==> src/rtl/ptwe_pkg.sv <==
// Package with payload types, constants and tables for the polygon transform block.
`timescale 1ns / 1ps
`default_nettype none
package ptwe_pkg;
    localparam int COORD_BITS = 16;
    localparam int CW = 13;
    localparam int ACC_BITS = 26;
    localparam int ZW = 20;
    localparam logic [CW-1:0] WIDTH_RESET = 13'd800;
    localparam logic [CW-1:0] HEIGHT_RESET = 13'd450;
    localparam logic [0:0] REG_WIDTH = 1'b0;
    localparam logic [0:0] REG_HEIGHT = 1'b1;

    typedef struct packed {
        logic signed [7:0]  vertex_x;
        logic signed [7:0]  vertex_y;
        logic [15:0]        angle;
        logic [15:0]        scale_x;
        logic [15:0]        scale_y;
        logic signed [15:0] pos_x;
        logic signed [15:0] pos_y;
        logic               last_vertex;
    } in_item_t;

    typedef struct packed {
        logic signed [15:0] start_x;
        logic signed [15:0] start_y;
        logic signed [15:0] end_x;
        logic signed [15:0] end_y;
        logic [3:0]         copy_index;
        logic               run_end;
    } out_item_t;

    typedef struct packed {
        logic signed [COORD_BITS-1:0] px;
        logic signed [COORD_BITS-1:0] py;
        logic                         last;
    } vtx_t;

    function automatic logic signed [ZW-1:0] atan_lut(input logic [3:0] i);
        logic signed [ZW-1:0] r;
        begin
            case (i)
                4'd0: r = 20'sd131072;
                4'd1: r = 20'sd77376;
                4'd2: r = 20'sd40884;
                4'd3: r = 20'sd20753;
                4'd4: r = 20'sd10417;
                4'd5: r = 20'sd5213;
                4'd6: r = 20'sd2607;
                4'd7: r = 20'sd1304;
                4'd8: r = 20'sd652;
                4'd9: r = 20'sd326;
                4'd10: r = 20'sd163;
                4'd11: r = 20'sd81;
                4'd12: r = 20'sd41;
                4'd13: r = 20'sd20;
                4'd14: r = 20'sd10;
                default: r = 20'sd5;
            endcase
            return r;
        end
    endfunction

    function automatic logic signed [COORD_BITS-1:0] sat_c(input logic signed [33:0] v);
        logic signed [33:0] hi;
        logic signed [33:0] lo;
        begin
            hi = (34'sd1 <<< (COORD_BITS - 1)) - 34'sd1;
            lo = -hi - 34'sd1;
            if (v > hi) return hi[COORD_BITS-1:0];
            else if (v < lo) return lo[COORD_BITS-1:0];
            else return v[COORD_BITS-1:0];
        end
    endfunction
endpackage
`default_nettype wire

==> src/rtl/ptwe_xform.sv <==
// Iterative CORDIC rotation, gain, scale and translate of one vertex.
`timescale 1ns / 1ps
`default_nettype none
module ptwe_xform (
    input  wire logic              clk,
    input  wire logic              rst_n,
    input  wire logic              start,
    input  wire ptwe_pkg::in_item_t item,
    output logic                   done,
    output ptwe_pkg::vtx_t         vtx
);
    typedef enum logic [2:0] {S_IDLE, S_ROT, S_GX, S_GY, S_SX, S_SY, S_OUT} state_t;
    localparam int AW = ptwe_pkg::ACC_BITS;

    state_t state_reg;
    logic [3:0] iter_reg;
    logic signed [AW-1:0] x_reg, y_reg;
    logic signed [ptwe_pkg::ZW-1:0] z_reg;
    logic signed [47:0] prod_reg;
    logic signed [40:0] sx_reg, sy_reg;
    ptwe_pkg::in_item_t it_reg;
    logic done_reg;
    ptwe_pkg::vtx_t vtx_reg;

    logic signed [AW-1:0] x0, y0, ys, xs;
    logic signed [AW-1:0] mul_a;
    logic signed [16:0] mul_b;
    logic signed [47:0] mul_p;
    logic signed [33:0] rx, ry;

    assign x0 = AW'(signed'(item.vertex_x)) <<< 16;
    assign y0 = AW'(signed'(item.vertex_y)) <<< 16;
    assign ys = y_reg >>> iter_reg;
    assign xs = x_reg >>> iter_reg;

    always_comb
    begin
        mul_a = '0;
        mul_b = '0;
        case (state_reg)
            S_GX: begin mul_a = x_reg; mul_b = 17'sd39797; end
            S_GY: begin mul_a = y_reg; mul_b = 17'sd39797; end
            S_SX: begin mul_a = x_reg; mul_b = signed'({1'b0, it_reg.scale_x}); end
            S_SY: begin mul_a = AW'(prod_reg >>> 16); mul_b = signed'({1'b0, it_reg.scale_y}); end
            default: ;
        endcase
        mul_p = 48'(mul_a) * 48'(mul_b);
    end

    assign rx = 34'(it_reg.pos_x) + 34'((sx_reg + 41'sd8388608) >>> 24);
    assign ry = 34'(it_reg.pos_y) + 34'((sy_reg + 41'sd8388608) >>> 24);

    always_ff @(posedge clk or negedge rst_n)
    begin
        if (!rst_n)
        begin
            state_reg <= S_IDLE;
            done_reg <= 1'b0;
        end
        else
        begin
            done_reg <= (state_reg == S_OUT);
            unique case (state_reg)
                S_IDLE:
                    if (start)
                    begin
                        it_reg <= item;
                        iter_reg <= 4'd0;
                        z_reg <= ptwe_pkg::ZW'({item.angle[13:0], 4'b0});
                        unique case (item.angle[15:14])
                            2'd1: begin x_reg <= -y0; y_reg <= x0; end
                            2'd2: begin x_reg <= -x0; y_reg <= -y0; end
                            2'd3: begin x_reg <= y0; y_reg <= -x0; end
                            default: begin x_reg <= x0; y_reg <= y0; end
                        endcase
                        state_reg <= S_ROT;
                    end
                S_ROT:
                begin
                    if (z_reg >= 0)
                    begin
                        x_reg <= x_reg - ys;
                        y_reg <= y_reg + xs;
                        z_reg <= z_reg - ptwe_pkg::atan_lut(iter_reg);
                    end
                    else
                    begin
                        x_reg <= x_reg + ys;
                        y_reg <= y_reg - xs;
                        z_reg <= z_reg + ptwe_pkg::atan_lut(iter_reg);
                    end
                    iter_reg <= iter_reg + 4'd1;
                    if (iter_reg == 4'd15) state_reg <= S_GX;
                end
                S_GX: begin prod_reg <= mul_p; state_reg <= S_GY; end
                S_GY: begin prod_reg <= mul_p; x_reg <= AW'(prod_reg >>> 16);
                            state_reg <= S_SX; end
                S_SX: begin sx_reg <= 41'(mul_p); state_reg <= S_SY; end
                S_SY: begin sy_reg <= 41'(mul_p); state_reg <= S_OUT; end
                S_OUT:
                begin
                    vtx_reg.px <= ptwe_pkg::sat_c(rx);
                    vtx_reg.py <= ptwe_pkg::sat_c(ry);
                    vtx_reg.last <= it_reg.last_vertex;
                    state_reg <= S_IDLE;
                end
                default: state_reg <= S_IDLE;
            endcase
        end
    end

    assign done = done_reg;
    assign vtx = vtx_reg;
endmodule
`default_nettype wire

==> src/rtl/ptwe_edges.sv <==
// Sequencer that emits the nine wrapped copies of each edge.
`timescale 1ns / 1ps
`default_nettype none
module ptwe_edges (
    input  wire logic                      clk,
    input  wire logic                      rst_n,
    input  wire logic                      vtx_valid,
    input  wire ptwe_pkg::vtx_t            vtx,
    input  wire logic [ptwe_pkg::CW-1:0]   width,
    input  wire logic [ptwe_pkg::CW-1:0]   height,
    output logic                           busy,
    output logic                           valid,
    input  wire logic                      stall,
    output ptwe_pkg::out_item_t            data
);
    typedef enum logic [1:0] {E_IDLE, E_EDGE, E_CLOSE} state_t;
    localparam int CB = ptwe_pkg::COORD_BITS;

    state_t state_reg;
    logic have_first_reg, last_reg;
    logic signed [CB-1:0] fx_reg, fy_reg, px_reg, py_reg, cx_reg, cy_reg;
    logic [1:0] dx_reg, dy_reg;
    logic valid_reg;
    ptwe_pkg::out_item_t data_reg;

    logic signed [CB-1:0] ax, ay, bx, by;
    logic signed [33:0] ox, oy;
    logic final_copy, can_load, load;

    always_comb
    begin
        if (state_reg == E_CLOSE)
        begin
            ax = cx_reg; ay = cy_reg; bx = fx_reg; by = fy_reg;
        end
        else
        begin
            ax = px_reg; ay = py_reg; bx = cx_reg; by = cy_reg;
        end
        case (dx_reg)
            2'd0: ox = -34'(width);
            2'd1: ox = 34'sd0;
            default: ox = 34'(width);
        endcase
        case (dy_reg)
            2'd0: oy = -34'(height);
            2'd1: oy = 34'sd0;
            default: oy = 34'(height);
        endcase
    end

    assign final_copy = (dx_reg == 2'd2) && (dy_reg == 2'd2);
    assign can_load = !valid_reg || !stall;
    assign load = ((state_reg == E_EDGE) || (state_reg == E_CLOSE)) && can_load;

    always_ff @(posedge clk or negedge rst_n)
    begin
        if (!rst_n)
        begin
            state_reg <= E_IDLE;
            have_first_reg <= 1'b0;
            valid_reg <= 1'b0;
            fx_reg <= '0; fy_reg <= '0; px_reg <= '0; py_reg <= '0;
        end
        else
        begin
            if (load) valid_reg <= 1'b1;
            else if (!stall) valid_reg <= 1'b0;
            unique case (state_reg) inside
                E_IDLE:
                    if (vtx_valid)
                    begin
                        cx_reg <= vtx.px; cy_reg <= vtx.py; last_reg <= vtx.last;
                        dx_reg <= 2'd0; dy_reg <= 2'd0;
                        if (!have_first_reg)
                        begin
                            fx_reg <= vtx.px; fy_reg <= vtx.py;
                            px_reg <= vtx.px; py_reg <= vtx.py;
                            have_first_reg <= !vtx.last;
                            if (vtx.last) state_reg <= E_CLOSE;
                        end
                        else
                        begin
                            state_reg <= E_EDGE;
                            if (vtx.last) have_first_reg <= 1'b0;
                        end
                    end
                E_EDGE, E_CLOSE:
                    if (can_load)
                    begin
                        data_reg.start_x <= ptwe_pkg::sat_c(34'(ax) + ox);
                        data_reg.start_y <= ptwe_pkg::sat_c(34'(ay) + oy);
                        data_reg.end_x <= ptwe_pkg::sat_c(34'(bx) + ox);
                        data_reg.end_y <= ptwe_pkg::sat_c(34'(by) + oy);
                        data_reg.copy_index <= 4'(dy_reg) * 4'd3 + 4'(dx_reg);
                        data_reg.run_end <= final_copy &&
                            (state_reg == E_CLOSE || !last_reg);
                        if (final_copy)
                        begin
                            dx_reg <= 2'd0;
                            dy_reg <= 2'd0;
                            if (state_reg == E_EDGE)
                            begin
                                px_reg <= cx_reg;
                                py_reg <= cy_reg;
                            end
                            if (state_reg == E_EDGE && last_reg) state_reg <= E_CLOSE;
                            else state_reg <= E_IDLE;
                        end
                        else if (dx_reg == 2'd2)
                        begin
                            dx_reg <= 2'd0;
                            dy_reg <= dy_reg + 2'd1;
                        end
                        else dx_reg <= dx_reg + 2'd1;
                    end
                default: state_reg <= E_IDLE;
            endcase
        end
    end

    assign busy = (state_reg != E_IDLE) || valid_reg;
    assign valid = valid_reg;
    assign data = data_reg;

    a_stall_hold: assert property (@(posedge clk) disable iff (!rst_n)
        valid_reg && stall |=> valid_reg && $stable(data_reg))
        else $error("output item changed under stall");
    a_idx_range: assert property (@(posedge clk) disable iff (!rst_n)
        valid_reg |-> data_reg.copy_index <= 4'd8)
        else $error("copy index out of range");
    a_run_end_idx: assert property (@(posedge clk) disable iff (!rst_n)
        valid_reg && data_reg.run_end |-> data_reg.copy_index == 4'd8)
        else $error("run end on a copy other than the last");
endmodule
`default_nettype wire

==> src/rtl/polygon_transform_wrap_edges.sv <==
// Top level of the polygon transform block with screen-wrap edge copies.
// Input channel in_valid/in_stall carries one vertex item with angle, scale
// and position. The block takes an item only when fully idle; in_stall is high
// while a vertex is being transformed or its edges are still being emitted.
// Each vertex runs through a shared CORDIC and multiplier sequencer: 16 rotation
// steps, four multiply steps, one saturation step and a registered done handoff.
// Then the edge sequencer emits nine items per edge, one per cycle when the
// receiver does not stall, eighteen for a last vertex that is not also first.
// A first vertex that is not last gives no items.
// When out_stall is high the current output item holds and the sequencer waits.
// Configuration writes on cfg_valid/cfg_ready set screen_width (index 0) and
// screen_height (index 1); other indexes are ignored. cfg_ready is always high.
// Reset sets the sizes to 800 by 450 and clears the stored polygon vertices.
`timescale 1ns / 1ps
`default_nettype none
module polygon_transform_wrap_edges (
    input  wire logic                clk,
    input  wire logic                rst_n,
    input  wire logic                in_valid,
    output logic                     in_stall,
    input  wire ptwe_pkg::in_item_t  in_data,
    output logic                     out_valid,
    input  wire logic                out_stall,
    output ptwe_pkg::out_item_t      out_data,
    input  wire logic                cfg_valid,
    output logic                     cfg_ready,
    input  wire logic [0:0]          cfg_index,
    input  wire logic [12:0]         cfg_data
);
    logic [ptwe_pkg::CW-1:0] width_reg, height_reg;
    logic busy_x_reg;
    logic xf_done, edge_busy, accept;
    ptwe_pkg::vtx_t vtx;

    assign cfg_ready = 1'b1;
    assign in_stall = busy_x_reg || edge_busy;
    assign accept = in_valid && !in_stall;

    always_ff @(posedge clk or negedge rst_n)
    begin
        if (!rst_n)
        begin
            width_reg <= ptwe_pkg::WIDTH_RESET;
            height_reg <= ptwe_pkg::HEIGHT_RESET;
            busy_x_reg <= 1'b0;
        end
        else
        begin
            if (cfg_valid)
            begin
                unique case (cfg_index)
                    ptwe_pkg::REG_WIDTH: width_reg <= cfg_data;
                    ptwe_pkg::REG_HEIGHT: height_reg <= cfg_data;
                    default: ;
                endcase
            end
            if (accept) busy_x_reg <= 1'b1;
            else if (xf_done) busy_x_reg <= 1'b0;
        end
    end

    ptwe_xform u_xform (
        .clk(clk), .rst_n(rst_n), .start(accept), .item(in_data),
        .done(xf_done), .vtx(vtx)
    );

    ptwe_edges u_edges (
        .clk(clk), .rst_n(rst_n), .vtx_valid(xf_done), .vtx(vtx),
        .width(width_reg), .height(height_reg), .busy(edge_busy),
        .valid(out_valid), .stall(out_stall), .data(out_data)
    );
endmodule
`default_nettype wire
==> config.mk <==
export PLATFORM = sky130hd
export DESIGN_NAME = polygon_transform_wrap_edges
export DESIGN_NICKNAME = d
export VERILOG_FILES = /design/src/rtl/ptwe_pkg.sv /design/src/rtl/ptwe_xform.sv /design/src/rtl/ptwe_edges.sv /design/src/rtl/polygon_transform_wrap_edges.sv
export SDC_FILE = /design/constraint.sdc
export NUM_CORES = 2
export LEC_CHECK = 0
export ABC_CLOCK_PERIOD_IN_PS = 11000
export BUFFER_PORTS_ARGS = -buffer_cell sky130_fd_sc_hd__buf_4
export CAP_MARGIN = 20
export CORE_AREA = 5 5 295 297
export CTS_CLUSTER_DIAMETER = 80
export DETAILED_ROUTE_END_ITERATION = 8
export DIE_AREA = 0 0 300 302
export GPL_ROUTABILITY_DRIVEN = 0
export PLACE_DENSITY = 0.76
export RECOVER_POWER = 50
export SYNTH_ARGS = -nofsm -noshare
export SYNTH_HDL_FRONTEND = slang
export SYNTH_SLANG_ARGS = --single-unit
==> constraint.sdc <==
create_clock -name clk -period 11 [get_ports clk]
set_input_delay 1.65 -clock clk [delete_from_list [all_inputs] [get_ports clk]]
set_output_delay 1.65 -clock clk [all_outputs]
set_load 0.03 [all_outputs]
==> reports/results.txt <==
Status: complete, but fails checks
Violated checks: capacitance limit, slew limit
Crit path required time: 11.35 ns
Combinational power share: 68.9%
Max FO, Critical Path: 41
Post-CTS Hold Fix Bufs: 0
Clk slew on worst S/H paths: 0.06 ns
Die height: 302 um
MaxCap Viol Count: 8
Share of cells above drive strength 1: 9.06%
CTS Root Cell: clkbuf_16
Crit Path Class: reg -> reg
Non-filler instance count after layout: 6568
Yosys reg bits: 459
Worst R2R Setup Slack: 1.10 ns
Largest net degree at the start of global routing: 102
CP max stage delay: 0.82 ns
Setup Fix Bufs, Post-CTS: 0
Hpwl dp: 106000 um
Syn Std Cell Area: 49900 um^2
Setup_tns: 0 ns
Gr usage total: 29.9%
Rel. slew slack: -294%
Starting Density: 59.1%
TritonCTS clock tree: done
DRC violations left: 0
Slew @ Worst Pin: 5.91 ns
Max IR drop VDD: 0.205 mV
Synthesized instance count: 5345
Post-Layout Inst Area: 53800 um^2
Initial antenna violation count: 5
Most used cell, CP: fa_1
Vias per cell: 6.22
Area Overhead vs Synth: 7.85%
Total Power: 15.9 mW
Netlist cell types: 92
Worst Clk Skew: 0.0229 ns
Bufs on Longest Clock Path: 3
I/O pin count: 188
Vias in the first global route: 40.0k
Max FFs per register: 69
Placed cell areas: 52300 um^2
Global-route wire length before repair: 217000 um
Pwr dens: 296 nW/um^2
IO buf count: 186
Core Region: 84300 um^2
RSZ-0062 raised after global routing: false
Average cell area after synthesis: 9.33 um^2
P_leak: 23.1 nW
CP arrival: 10.25 ns
Sw power: 7.85 mW
Sw Share: 49.3%
Final min period: 9.90 ns
Nature of the critical path startpoint: flop
CP max stage cell: nand2_1
Routed len/inst: 20.9 um
Starting DRT DRC Count: 4201
Vias: 40.8k
Clock power share: 11.7%
Top_reg_cell synth: edfxtp_1
Post-synth EDFFs: 342
Share of power burned in registers: 19.4%
Pint: 8.07 mW
Gr ovfl total: 0
Pre-antenna DRT Iters: 7
Crit end category: flop
Worst-Skew Late Latency: 0.64 ns
Die ar.: 90600 um^2
# resized after CTS: 0
Total nets after synthesis: 6214
H-tree depth: 2
Clock sink total: 459
Die W: 300 um
Site row count: 107
Cell count of the worst reg-to-reg path: 28
Placed Cells: 6458
Nets@finish: 6300
Setup-failing EPs final: 0
Synth warnings: 0
Hold-critical path depth: 0
Fin. Hold Viols: 0
Post-synth ARST share: 21.6%
Post-Route WL: 137000 um
Num CTS Buffers: 54
Post-synthesis sequential area ratio: 26.3%
Achievable Freq: 0.101 GHz
Worst Hold Class: reg -> reg
Slew Viols, Final: 439
Fin crit share: 90.0%
Routed Antenna Nets: 0
layout by cell type (no fill, tap or decap), types with 66 or more instances in the layout:
cell type  count
mux2i_1       88
nand2b_1      77
xor2_1       135
nor2_1       425
a21oi_1      364
nand2_1      528
buf_4         96
xnor2_1      188
a21o_1       140
nor2b_1       72
mux2_2       149
nand3_1       98
fa_1         409
o21ai_0      242
nor3_1        66
dfrtp_1       91
ha_1         344
edfxtp_1     342
inv_1        565
clkbuf_1     109
cell usage after synthesis, types with 55 or more instances:
library cell	count	share of area (%)
inv_1	566	4.3
nand2_1	530	4.0
nor2_1	426	3.2
fa_1	409	16
a21oi_1	364	3.7
ha_1	344	8.6
edfxtp_1	342	21
o21ai_0	242	2.4
xnor2_1	188	3.3
clkbuf_1	177	1.3
mux2_2	149	3.4
a21o_1	140	2.1
xor2_1	135	2.4
nand3_1	98	0.98
dfrtp_1	92	4.6
mux2i_1	88	1.8
nand2b_1	77	0.97
nor2b_1	72	0.90
nor3_1	69	0.69
o21ai_1	63	0.63
and3_1	55	0.69
mux4_2	55	2.5
worst paths after layout:
path	end	start
worst min register to register	u_xform.vtx[0]	u_xform.it_reg[0]
worst max register to register	u_xform.sx_reg[35]	u_xform.state_reg[1]
worst max-delay path	u_xform.sx_reg[35]	u_xform.state_reg[1]
worst min-delay path	u_xform.vtx[0]	u_xform.it_reg[0]
max in group asynchronous	u_xform.state_reg[0]	rst_n
min in group asynchronous	height_reg[9]	rst_n
critical path, delay by kind of cell (launching register included):
| kind | cells | cell delay [ns] |
|---|---|---|
| AO/OA/AOI/OAI | 9 | 1.98 |
| adder cells (fa/ha/maj) | 8 | 3.61 |
| flip-flops | 1 | 0.34 |
| buffers and inverters | 6 | 0.86 |
| XOR/XNOR | 1 | 0.18 |
| AND/OR/NAND/NOR | 4 | 2.62 |
power groups by stage:
| stage | sequential, mW | clock (mW) | combinational, mW |
|---|---|---|---|
| detailed placement | 3.10 | 0 | 10.7 |
| global placement | 3.09 | 0 | 10.5 |
| CTS | 3.07 | 1.89 | 10.8 |
| floorplan | 3.08 | 0 | 8.15 |
| finish | 3.09 | 1.87 | 11.0 |
| global route | 3.12 | 1.97 | 12.0 |
stage by stage:
stage / worst slack, ns / hold WS (ns) / utilization (%)
2_1_floorplan: 2.90 / 0.400 / -
3_3_place_gp: 1.55 / 0.405 / 61.9
3_5_place_dp: 1.39 / 0.421 / 62.0
4_1_cts: 1.31 / 0.423 / 64.2
5_1_grt: 0.620 / 0.440 / 63.8
6_report: 1.10 / 0.425 / 63.8
cell families (layout without fill, tap and decap cells):
group | count (synthesis) | count (layout) | share of synthesized area, %
fa+ha+maj | 753 | 753 | 25.0
compound gates | 1188 | 1188 | 14.9
simple gates | 1528 | 1528 | 14.2
xor+xnor | 323 | 323 | 5.67
buf+inv | 790 | 920 | 6.03
mux | 303 | 303 | 7.89
other cells | 1 | 4 | 0.00752
flops | 459 | 459 | 26.3
routing by layer:
layer / track usage [%] / share of wire [%]
met1: 40.0 / 40
met2: 48.2 / 45
met3: 6.62 / 10
met4: 11.1 / 4.5
met5: 0 / 0.0087
layout make-up:
class	instances	area [um^2]
Sequential cell	459	13100
Multi-Input combinational cell	4096	33800
Inverter	571	2140
Antenna cell	3	7.51
Clock inverter	34	380
Fill cell	7036	30600
Tap cell	1090	1360
Clock buffer	66	1480
Timing Repair Buffer	249	1520
No activity file was read; power rests on OpenSTA's default activity.
